`src/rtl/ole_pkg.sv`:
```
// Shared types, codes and widths of the ordered list engine.
package ole_pkg;

   localparam int DEF_CAPACITY   = 64;
   localparam int DEF_DATA_WIDTH = 32;

   localparam int KIND_W   = 3;
   localparam int VALUE_W  = 32;
   localparam int POS_W    = 7;
   localparam int STATUS_W = 3;
   localparam int LEN_W    = 7;
   localparam int EXT_W    = 64;

   typedef enum logic [KIND_W-1:0] {
      KIND_INS_HEAD  = 3'd0,
      KIND_INS_END   = 3'd1,
      KIND_INS_POS   = 3'd2,
      KIND_DEL_HEAD  = 3'd3,
      KIND_DEL_END   = 3'd4,
      KIND_DEL_VALUE = 3'd5,
      KIND_SEARCH    = 3'd6
   } kind_type;

   typedef enum logic [STATUS_W-1:0] {
      ST_OK       = 3'd0,
      ST_EMPTY    = 3'd1,
      ST_BADPOS   = 3'd2,
      ST_NOTFOUND = 3'd3,
      ST_FULL     = 3'd4
   } status_type;

   typedef enum logic [3:0] {
      DP_NOP            = 4'd0,
      DP_LOAD           = 4'd1,
      DP_INIT_UP_HEAD   = 4'd2,
      DP_INIT_UP_END    = 4'd3,
      DP_INIT_UP_POS    = 4'd4,
      DP_INIT_DOWN_HEAD = 4'd5,
      DP_INIT_SEARCH    = 4'd6,
      DP_DROP_END       = 4'd7,
      DP_STEP_UP        = 4'd8,
      DP_STEP_DOWN      = 4'd9,
      DP_STEP_SEARCH    = 4'd10
   } dp_op_type;

   typedef struct packed {
      dp_op_type op;
   } dp_cmd_type;

   typedef struct packed {
      kind_type         kind;
      logic             empty;
      logic             full;
      logic             bad_pos;
      logic             up_done;
      logic             down_done;
      logic             search_hit;
      logic             search_miss;
      logic [LEN_W-1:0] length;
   } dp_stat_type;

endpackage

```
`src/rtl/ole_datapath.sv`:
```
// Datapath of the ordered list engine: entry memory, count, walk pointer and compare.
module ole_datapath #(
   parameter int CAPACITY   = ole_pkg::DEF_CAPACITY,
   parameter int DATA_WIDTH = ole_pkg::DEF_DATA_WIDTH
) (
   input  logic                                clock,
   input  logic                                reset,
   input  ole_pkg::dp_cmd_type                 cmd,
   input  logic [ole_pkg::KIND_W-1:0]          req_kind,
   input  logic signed [ole_pkg::VALUE_W-1:0]  req_value,
   input  logic [ole_pkg::POS_W-1:0]           req_position,
   output ole_pkg::dp_stat_type                stat
);
   import ole_pkg::*;

   localparam int AW    = $clog2(CAPACITY);
   localparam int CNT_W = $clog2(CAPACITY + 1);
   localparam int CMP_W = (CNT_W > POS_W) ? CNT_W : POS_W;

   logic [DATA_WIDTH-1:0] entry_mem_ff [CAPACITY];
   logic [DATA_WIDTH-1:0] rd_data_ff;

   kind_type              kind_ff, kind_in;
   logic [DATA_WIDTH-1:0] word_ff, word_in;
   logic [POS_W-1:0]      pos_ff, pos_in;
   logic [CNT_W-1:0]      count_ff, count_in;
   logic [CNT_W-1:0]      ptr_ff, ptr_in;
   logic [CNT_W-1:0]      tgt_ff, tgt_in;
   logic                  rd_valid_ff, rd_valid_in;
   logic [AW-1:0]         rd_addr_ff, rd_addr_in;

   logic                  rd_en, wr_en;
   logic [AW-1:0]         rd_addr, wr_addr;
   logic [DATA_WIDTH-1:0] wr_data;
   logic [EXT_W-1:0]      value_ext;
   logic                  up_issue, down_issue, hit, search_issue;

   // The input word is sign-extended and then cut to the stored width.
   assign value_ext    = EXT_W'(req_value);
   assign up_issue     = ptr_ff > tgt_ff;
   assign down_issue   = ptr_ff < count_ff;
   assign hit          = rd_valid_ff && (rd_data_ff == word_ff);
   assign search_issue = (ptr_ff < count_ff) && !hit;

   always_comb begin
      kind_in     = kind_ff;
      word_in     = word_ff;
      pos_in      = pos_ff;
      count_in    = count_ff;
      ptr_in      = ptr_ff;
      tgt_in      = tgt_ff;
      rd_valid_in = 1'b0;
      rd_en       = 1'b0;
      rd_addr     = '0;
      wr_en       = 1'b0;
      wr_addr     = '0;
      wr_data     = word_ff;
      case (cmd.op)
         DP_LOAD: begin
            kind_in = kind_type'(req_kind);
            word_in = value_ext[DATA_WIDTH-1:0];
            pos_in  = req_position;
         end
         DP_INIT_UP_HEAD: begin
            ptr_in = count_ff;
            tgt_in = '0;
         end
         DP_INIT_UP_END: begin
            ptr_in = count_ff;
            tgt_in = count_ff;
         end
         DP_INIT_UP_POS: begin
            ptr_in = count_ff;
            tgt_in = CNT_W'(pos_ff);
         end
         DP_INIT_DOWN_HEAD: begin
            ptr_in = CNT_W'(1);
         end
         DP_INIT_SEARCH: begin
            ptr_in = '0;
         end
         DP_DROP_END: begin
            count_in = count_ff - CNT_W'(1);
         end
         DP_STEP_UP: begin
            // Walk from the end toward the target, moving each entry up one slot.
            if (up_issue) begin
               rd_en       = 1'b1;
               rd_addr     = AW'(ptr_ff - CNT_W'(1));
               ptr_in      = ptr_ff - CNT_W'(1);
               rd_valid_in = 1'b1;
            end
            if (rd_valid_ff) begin
               wr_en   = 1'b1;
               wr_addr = rd_addr_ff + AW'(1);
               wr_data = rd_data_ff;
            end else if (!up_issue) begin
               wr_en    = 1'b1;
               wr_addr  = AW'(tgt_ff);
               wr_data  = word_ff;
               count_in = count_ff + CNT_W'(1);
            end
         end
         DP_STEP_DOWN: begin
            // Walk toward the end, moving each entry down one slot.
            if (down_issue) begin
               rd_en       = 1'b1;
               rd_addr     = AW'(ptr_ff);
               ptr_in      = ptr_ff + CNT_W'(1);
               rd_valid_in = 1'b1;
            end
            if (rd_valid_ff) begin
               wr_en   = 1'b1;
               wr_addr = rd_addr_ff - AW'(1);
               wr_data = rd_data_ff;
            end else if (!down_issue) begin
               count_in = count_ff - CNT_W'(1);
            end
         end
         DP_STEP_SEARCH: begin
            // On a hit the pointer is left on the entry after the match.
            if (hit) begin
               ptr_in = CNT_W'(rd_addr_ff) + CNT_W'(1);
            end else if (search_issue) begin
               rd_en       = 1'b1;
               rd_addr     = AW'(ptr_ff);
               ptr_in      = ptr_ff + CNT_W'(1);
               rd_valid_in = 1'b1;
            end
         end
         default: begin
         end
      endcase
      rd_addr_in = rd_en ? rd_addr : rd_addr_ff;
   end

   always_ff @(posedge clock) begin
      if (rd_en) begin
         rd_data_ff <= entry_mem_ff[rd_addr];
      end
      if (wr_en) begin
         entry_mem_ff[wr_addr] <= wr_data;
      end
   end

   always_ff @(posedge clock) begin
      if (reset) begin
         count_ff    <= '0;
         rd_valid_ff <= 1'b0;
      end else begin
         count_ff    <= count_in;
         rd_valid_ff <= rd_valid_in;
      end
      kind_ff    <= kind_in;
      word_ff    <= word_in;
      pos_ff     <= pos_in;
      ptr_ff     <= ptr_in;
      tgt_ff     <= tgt_in;
      rd_addr_ff <= rd_addr_in;
   end

   assign stat.kind        = kind_ff;
   assign stat.empty       = (count_ff == '0);
   assign stat.full        = (count_ff == CNT_W'(CAPACITY));
   assign stat.bad_pos     = CMP_W'(pos_ff) > CMP_W'(count_ff);
   assign stat.up_done     = !up_issue && !rd_valid_ff;
   assign stat.down_done   = !down_issue && !rd_valid_ff;
   assign stat.search_hit  = hit;
   assign stat.search_miss = !rd_valid_ff && !(ptr_ff < count_ff);
   assign stat.length      = LEN_W'(count_ff);

   a_count_bound: assert property (@(posedge clock) disable iff (reset)
      count_ff <= CNT_W'(CAPACITY))
      else $error("entry count above capacity");

   a_no_insert_when_full: assert property (@(posedge clock) disable iff (reset)
      (cmd.op == DP_STEP_UP && stat.up_done) |-> !stat.full)
      else $error("insert completed into a full list");

   a_no_shift_when_empty: assert property (@(posedge clock) disable iff (reset)
      (cmd.op == DP_STEP_DOWN || cmd.op == DP_DROP_END) |-> !stat.empty)
      else $error("delete walk on an empty list");

   a_count_step: assert property (@(posedge clock) disable iff (reset)
      $past(!reset) |-> (count_ff == $past(count_ff)
                         || count_ff == $past(count_ff) + CNT_W'(1)
                         || count_ff + CNT_W'(1) == $past(count_ff)))
      else $error("entry count moved by more than one");

endmodule

```
`src/rtl/ole_ctrl.sv`:
```
// Controller of the ordered list engine: request sequencing and result register.
module ole_ctrl (
   input  logic                           clock,
   input  logic                           reset,
   input  logic                           req_valid,
   output logic                           req_ready,
   output logic                           rsp_valid,
   input  logic                           rsp_ready,
   output logic [ole_pkg::STATUS_W-1:0]   rsp_status,
   output logic                           rsp_found,
   output logic [ole_pkg::LEN_W-1:0]      rsp_length,
   output ole_pkg::dp_cmd_type            cmd,
   input  ole_pkg::dp_stat_type           stat
);
   import ole_pkg::*;

   typedef enum logic [5:0] {
      S_IDLE       = 6'b000001,
      S_DECIDE     = 6'b000010,
      S_SHIFT_UP   = 6'b000100,
      S_SHIFT_DOWN = 6'b001000,
      S_SEARCH     = 6'b010000,
      S_DONE       = 6'b100000
   } state_type;

   state_type            state_ff, state_in;
   status_type           status_ff, status_in;
   logic                 found_ff, found_in;
   logic                 rsp_valid_ff, rsp_valid_in;
   logic [STATUS_W-1:0]  rsp_status_ff, rsp_status_in;
   logic                 rsp_found_ff, rsp_found_in;
   logic [LEN_W-1:0]     rsp_length_ff, rsp_length_in;
   logic                 load_rsp;

   assign req_ready = (state_ff == S_IDLE);
   assign load_rsp  = (state_ff == S_DONE) && (!rsp_valid_ff || rsp_ready);

   always_comb begin
      state_in  = state_ff;
      status_in = status_ff;
      found_in  = found_ff;
      cmd.op    = DP_NOP;
      case (state_ff)
         S_IDLE: begin
            if (req_valid) begin
               cmd.op    = DP_LOAD;
               status_in = ST_OK;
               found_in  = 1'b0;
               state_in  = S_DECIDE;
            end
         end
         S_DECIDE: begin
            state_in = S_DONE;
            case (stat.kind)
               KIND_INS_HEAD, KIND_INS_END: begin
                  if (stat.full) begin
                     status_in = ST_FULL;
                  end else begin
                     cmd.op   = (stat.kind == KIND_INS_HEAD) ? DP_INIT_UP_HEAD
                                                             : DP_INIT_UP_END;
                     state_in = S_SHIFT_UP;
                  end
               end
               KIND_INS_POS: begin
                  if (stat.bad_pos) begin
                     status_in = ST_BADPOS;
                  end else if (stat.full) begin
                     status_in = ST_FULL;
                  end else begin
                     cmd.op   = DP_INIT_UP_POS;
                     state_in = S_SHIFT_UP;
                  end
               end
               KIND_DEL_HEAD: begin
                  if (stat.empty) begin
                     status_in = ST_EMPTY;
                  end else begin
                     cmd.op   = DP_INIT_DOWN_HEAD;
                     state_in = S_SHIFT_DOWN;
                  end
               end
               KIND_DEL_END: begin
                  if (stat.empty) begin
                     status_in = ST_EMPTY;
                  end else begin
                     cmd.op = DP_DROP_END;
                  end
               end
               KIND_DEL_VALUE, KIND_SEARCH: begin
                  if (stat.empty) begin
                     status_in = ST_EMPTY;
                  end else begin
                     cmd.op   = DP_INIT_SEARCH;
                     state_in = S_SEARCH;
                  end
               end
               default: begin
               end
            endcase
         end
         S_SHIFT_UP: begin
            cmd.op = DP_STEP_UP;
            if (stat.up_done) begin
               state_in = S_DONE;
            end
         end
         S_SHIFT_DOWN: begin
            cmd.op = DP_STEP_DOWN;
            if (stat.down_done) begin
               state_in = S_DONE;
            end
         end
         S_SEARCH: begin
            cmd.op = DP_STEP_SEARCH;
            if (stat.search_hit) begin
               if (stat.kind == KIND_SEARCH) begin
                  found_in = 1'b1;
                  state_in = S_DONE;
               end else begin
                  state_in = S_SHIFT_DOWN;
               end
            end else if (stat.search_miss) begin
               status_in = ST_NOTFOUND;
               state_in  = S_DONE;
            end
         end
         S_DONE: begin
            if (load_rsp) begin
               state_in = S_IDLE;
            end
         end
         default: begin
            state_in = S_IDLE;
         end
      endcase
   end

   always_comb begin
      rsp_valid_in  = rsp_valid_ff && !rsp_ready;
      rsp_status_in = rsp_status_ff;
      rsp_found_in  = rsp_found_ff;
      rsp_length_in = rsp_length_ff;
      if (load_rsp) begin
         rsp_valid_in  = 1'b1;
         rsp_status_in = status_ff;
         rsp_found_in  = found_ff;
         rsp_length_in = stat.length;
      end
   end

   always_ff @(posedge clock) begin
      if (reset) begin
         state_ff     <= S_IDLE;
         rsp_valid_ff <= 1'b0;
      end else begin
         state_ff     <= state_in;
         rsp_valid_ff <= rsp_valid_in;
      end
      status_ff     <= status_in;
      found_ff      <= found_in;
      rsp_status_ff <= rsp_status_in;
      rsp_found_ff  <= rsp_found_in;
      rsp_length_ff <= rsp_length_in;
   end

   assign rsp_valid  = rsp_valid_ff;
   assign rsp_status = rsp_status_ff;
   assign rsp_found  = rsp_found_ff;
   assign rsp_length = rsp_length_ff;

endmodule

```
`src/rtl/ordered_list_engine_top.sv`:
```
// Top level of the ordered list engine: controller plus datapath.
//
// The engine keeps an ordered list of up to CAPACITY signed words in an
// internal memory. Each request beat on the req_ channel carries a kind, a
// value and a position; each one yields exactly one response beat on the
// rsp_ channel with a status, a found flag and the list length afterwards.
// Requests are taken one at a time. Checks that end the request (full,
// empty, bad position, delete at the end) go from the decide state to the
// done state. Insert at position p walks n-p entries of an n-entry list.
// Search and delete by value read one entry per cycle until the match at
// index j, and a delete then moves the remaining n-j-1 entries, one per
// cycle through the memory's single read and write port. The response
// sits in an output register, so a new request beat is taken while the
// previous response waits; a stalled receiver only holds the engine once
// its next result is ready. Reset empties the list at once by clearing the
// entry count; the memory needs no clearing pass.
module ordered_list_engine_top #(
   parameter int CAPACITY   = ole_pkg::DEF_CAPACITY,
   parameter int DATA_WIDTH = ole_pkg::DEF_DATA_WIDTH
) (
   input  logic                                clock,
   input  logic                                reset,
   input  logic                                req_valid,
   output logic                                req_ready,
   input  logic [ole_pkg::KIND_W-1:0]          req_kind,
   input  logic signed [ole_pkg::VALUE_W-1:0]  req_value,
   input  logic [ole_pkg::POS_W-1:0]           req_position,
   output logic                                rsp_valid,
   input  logic                                rsp_ready,
   output logic [ole_pkg::STATUS_W-1:0]        rsp_status,
   output logic                                rsp_found,
   output logic [ole_pkg::LEN_W-1:0]           rsp_length
);
   import ole_pkg::*;

   // Commands flow from the controller to the datapath, status flows back.
   dp_cmd_type  cmd;
   dp_stat_type stat;

   // The controller owns the handshakes and the registered response.
   ole_ctrl u_ctrl (
      .clock      (clock),
      .reset      (reset),
      .req_valid  (req_valid),
      .req_ready  (req_ready),
      .rsp_valid  (rsp_valid),
      .rsp_ready  (rsp_ready),
      .rsp_status (rsp_status),
      .rsp_found  (rsp_found),
      .rsp_length (rsp_length),
      .cmd        (cmd),
      .stat       (stat)
   );

   // The datapath latches the request, holds the entries and walks them.
   ole_datapath #(
      .CAPACITY   (CAPACITY),
      .DATA_WIDTH (DATA_WIDTH)
   ) u_datapath (
      .clock        (clock),
      .reset        (reset),
      .cmd          (cmd),
      .req_kind     (req_kind),
      .req_value    (req_value),
      .req_position (req_position),
      .stat         (stat)
   );

endmodule

```
`config.mk`:
```
export PLATFORM = sky130hd
export DESIGN_NAME = ordered_list_engine_top
export DESIGN_NICKNAME = d
export VERILOG_FILES = /design/src/rtl/ole_pkg.sv /design/src/rtl/ole_datapath.sv /design/src/rtl/ole_ctrl.sv /design/src/rtl/ordered_list_engine_top.sv
export SDC_FILE = /design/constraint.sdc
export NUM_CORES = 2
export LEC_CHECK = 0
export BUFFER_PORTS_ARGS = -buffer_cell sky130_fd_sc_hd__buf_2
export CORE_UTILIZATION = 31
export CTS_BUF_LIST = sky130_fd_sc_hd__clkbuf_16
export CTS_CLUSTER_SIZE = 30
export DETAILED_ROUTE_END_ITERATION = 10
export SETUP_SLACK_MARGIN = 0.3
export SYNTH_ARGS = -nofsm -noshare
export SYNTH_HDL_FRONTEND = slang
export SYNTH_HIERARCHICAL = 1
export SYNTH_SLANG_ARGS = --single-unit
```
`constraint.sdc`:
```
create_clock -name clock -period 17.53 [get_ports clock]
set_input_delay 0.8765 -clock clock [delete_from_list [all_inputs] [get_ports clock]]
set_output_delay 0.8765 -clock clock [all_outputs]
set_load 0.01 [all_outputs]
```
==> summary by stage <==
Worst setup path
The delay of the slowest critical-path stage is 0.58 ns. The worst register-to-register path begins at u_datapath/count_ff[4]. The worst setup path is launched from a flip-flop. For the worst flop-to-flop path, the logic depth is 26. The worst reg2reg path endpoint is u_datapath/rd_data_ff[15]. The slack of the worst reg-to-reg path is approximately 8.7 ns.

The critical path is of the reg -> reg type. The data required time of the critical path is between 15 and 20 ns. The critical path ends at u_datapath/rd_data_ff[15]. The peak fanout along the critical path is 108. STA classifies the critical path endpoint as a flip-flop. The worst path arrival time is 9.49 ns.

The slowest stage cell on the critical path is sky130_fd_sc_hd__buf_4. In this run the worst setup path begins at u_datapath/count_ff[4].

Finish
After routing the design area is 0.1010 mm2. Compared with the post-synthesis result, the final layout area differs by 13.38%. For this run, the post-layout net count is 5943.

The count of non-filler cells in the finished layout is 9824. The ratio of cells with drive above 1 in the final layout is 0.1291.

Die
The die covers 0.2894 mm2. The floorplan die height is 538.0 um. The number of standard-cell rows in the floorplan is 196. Measured along the x axis, the die boundary spans 538.0 um. In this run the count of I/O pins placed on the die edge is 59. The core region is about 0.29 mm2. The initial utilization of the core area, before any placement, comes to 0.3120.

Clocking
In this run, post-CTS hold repair placed 0 buffers. The clock-pin slew of the registers on the worst-case setup and hold paths is 0.06 ns. The tree is rooted in a sky130_fd_sc_hd__clkbuf_16.

The number of clock sinks is 2172. Buffers added to address setup during post-CTS repair amount to 0. No sink is reached through more buffers than the 3 on the longest clock path.

The number of clock buffers inserted by TritonCTS is between 200 and 250. The clock insertion delay at the later pin of the skew report is 0.88 ns. The number of gates resized after cts is 0. TritonCTS built the clock tree. The H-tree generated during clock tree synthesis spans 4 levels.

Pwr
The areal power density over the cells is 103.3 mW/mm2. The leakage power summed over all cells is approximately 34 nW. Across the VDD grid, the largest voltage drop is 0.1148 mV.

STA
Setup total negative slack on the finished layout was measured at 0 ns. The maximum clock frequency is about 110 MHz. The count of endpoints failing hold in the final timing report is 0. Setup violations remaining at the end of the flow were counted as 0. Setup repair after global routing left no endpoint under its margin. The final clock skew is 0.02847 ns. The final count of pins violating max slew came to 0. Of the available clock period, the critical path in the final layout requires 0.5058. Measured against its own limit, the worst slew margin works out to 0.07735.

The transition at the pin with the smallest max-transition slack is 1.379 ns. The post-route minimum period is 8.867 ns. Final hold analysis gives a worst-case slack of 0.1762 ns.

Synth
During synthesis, Yosys emitted a total of 6 warnings. The main flop type after synthesis is sky130_fd_sc_hd__edfxtp_1. The post-synthesis async set-or-reset flop share is 0. The post-synthesis cell type count is between 90 and 100. The post-synthesis cell count is 5848. The synthesized area divided by synthesized cell count is around 15 um2.

The flop and latch count out of synthesis is between 2000 and 2500. Counting flops with a built-in enable in the synthesized netlist gives 2157. The net count of the mapped netlist is 5924.

The cell area after technology mapping is 0.08906 mm2. The share of the Yosys chip area taken by registers is 0.7307.

GRT
After global routing the overflow that remains totals 0. The largest net degree at the start of global routing is 127. The routing usage on met2 is 0.3195.

The first global-routing pass estimated 433600 um of wire. In this run the most used layer during global routing was met2. The met3 routing resource usage after global routing is 0.06312.

For met1 alone, demand over resource in global routing was 0.2809. The number of global-route vias before repair came to ~54000. In the global route stage, overall resource usage came out at 0.2134. The initial antenna violation count is 16.

Route
The via count is 57625. The iteration-0 DRC count of the detailed router is 9073. The post-detailed-route wirelength per cell is 32.30 um. The final wirelength is 317300 um. The number of vias per cell is 5.866. The count of nets left with antenna violations once routing finished came out at 0.

The DRC violation count after routing is 0. The first detailed-routing pass took 8 iterations.

Placed design
The instance area after placement is 0.09427 mm2. Detailed placement ended at an HPWL of 169500 um. The placed cell count is 9416. The congestion estimate from routability-driven global placement came to 0.8969. The port buffer count is slightly below 60.

Outcome
The run finished with clean final reports.

Min path
The class of the tightest hold or removal check is in -> reg.

Job
Across the run, the number of max-cap violations was 0.
==> flip-flops by register name, indices dropped and copies added (netlist names) <==
register,cells
u_datapath/rd_addr_ff,6
u_datapath/kind_ff,3
u_datapath/count_ff,7
u_ctrl/found_ff,1
u_datapath/tgt_ff,7
u_datapath/pos_ff,7
u_datapath/rd_data_ff,32
u_ctrl/rsp_length,7
u_ctrl/status_ff,3
u_datapath/rd_valid_ff,1
u_ctrl/rsp_status,3
u_datapath/entry_mem_ff,2048
u_ctrl/state_ff,6
u_ctrl/rsp_valid,1
u_datapath/word_ff,32
u_ctrl/rsp_found,1
u_datapath/ptr_ff,7
==> cells by family (layout without fill, tap and decap cells) <==
| logic type | Yosys count | in the layout | synth area share |
|---|---|---|---|
| flip-flops | 2172 | 2172 | 0.7307 |
| AND/OR/NAND/NOR | 1509 | 1509 | 0.07747 |
| AO/OA/AOI/OAI | 1030 | 1030 | 0.09142 |
| multiplexers | 593 | 593 | 0.06843 |
| buffers and inverters | 453 | 653 | 0.02172 |
| XOR/XNOR | 61 | 61 | 0.005999 |
| adder cells (fa/ha/maj) | 30 | 30 | 0.004299 |
| other | 0 | 14 | 0 |
==> Yosys cell counts (all sizes together), types with 20 or more instances <==
cell type	number	area, um2
a211oi	98	740.7
a21oi	64	342.8
clkbuf	230	867.1
o21ai	165	825.8
edfxtp	2157	64770
and3	27	168.9
a221oi	78	683.2
nand2	758	2845
a311oi	50	437.9
mux2i	466	4664
nor2	120	450.4
xnor2	23	201.4
mux2	127	1430
nor3	22	126.4
nand3b	21	170.2
ha	29	362.9
xor2	38	332.8
a32oi	42	367.9
o2111ai	121	1060
nand4	26	162.7
o311ai	62	550.5
a31oi	41	256.5
o211ai	21	157.7
inv	38	142.6
nor4	20	140.1
o211a	111	1111
buf	185	924.6
a221o	22	220.2
nand3	424	2122
==> report_power, final <==
group          total, mW  switching, mW  leakage (nW)  internal (mW)
logic              0.198          0.172          11.0         0.0260
clock network       4.43           1.99          3.45           2.44
registers           5.80         0.0236          19.5           5.77
total               10.4           2.19          33.9           8.24
==> worst min-delay path by stage <==
| stage | from | endpoint | cells after the start |
|---|---|---|---|
| 3_5_place_dp | u_ctrl/found_ff | u_ctrl/rsp_found | 0 |
| 2_1_floorplan | u_ctrl/found_ff | u_ctrl/rsp_found | 0 |
| 6_report | req_value[17] | u_datapath/word_ff[17] | 1 |
| 3_3_place_gp | u_ctrl/found_ff | u_ctrl/rsp_found | 0 |
| 5_1_grt | req_value[17] | u_datapath/word_ff[17] | 1 |
| 4_1_cts | req_value[17] | u_datapath/word_ff[17] | 1 |
==> area by class of cell <==
cell class,instances,area (um2)
Antenna cell,14,35.03
Clock buffer,211,5280
Clock inverter,183,1385
Fill cell,27037,184500
Inverter,38,167.7
Multi-Input combinational cell,3223,22740
Sequential cell,2172,65070
Tap cell,3762,4707
Timing Repair Buffer,221,1589
==> metrics by stage <==
step | setup WS (ns) | power, mW | utilization
3_5_place_dp | 9.342 | 6.091 | 0.3303
3_3_place_gp | 9.227 | 6.084 | 0.3303
2_1_floorplan | 10.66 | 5.991 | -
6_report | 8.663 | 10.43 | 0.3537
4_1_cts | 9.319 | 10.44 | 0.3536
5_1_grt | 8.650 | 10.64 | 0.3537
==> layout by cell type, fill, tap and decap left out, drive strengths merged, types with 20 or more instances in the layout <==
cell     instances
o21ai          165
nand2          758
nor4            20
nand3b          21
mux2           127
clkinv         110
clkbuf         211
a211oi          98
o311ai          62
o2111ai        121
o211a          111
a221oi          78
nand3          424
a32oi           42
xor2            38
a221o           22
buf            221
xnor2           23
a31oi           41
nand4           26
a311oi          50
inv             92
mux2i          466
ha              29
and3            27
o211ai          21
nor3            22
edfxtp        2157
nor2           120
a21oi           64
==> metal layers <==
metal  share of wire  wire, um  up-vias
met5         0.00017        55        -
li1                -         -    23241
met3            0.13     40700      774
met1            0.38    120700    29515
met4           0.053     16710        8
met2            0.44    139100     4087
==> critical path: cells and delay by family, from the launching register on <==
kind	cells	cell delay, ns
compound gates	11	3.09
fa+ha+maj	1	0.34
buf+inv	7	2.40
flops	1	0.48
simple gates	7	1.53
Power figures use the tool's default switching activity.
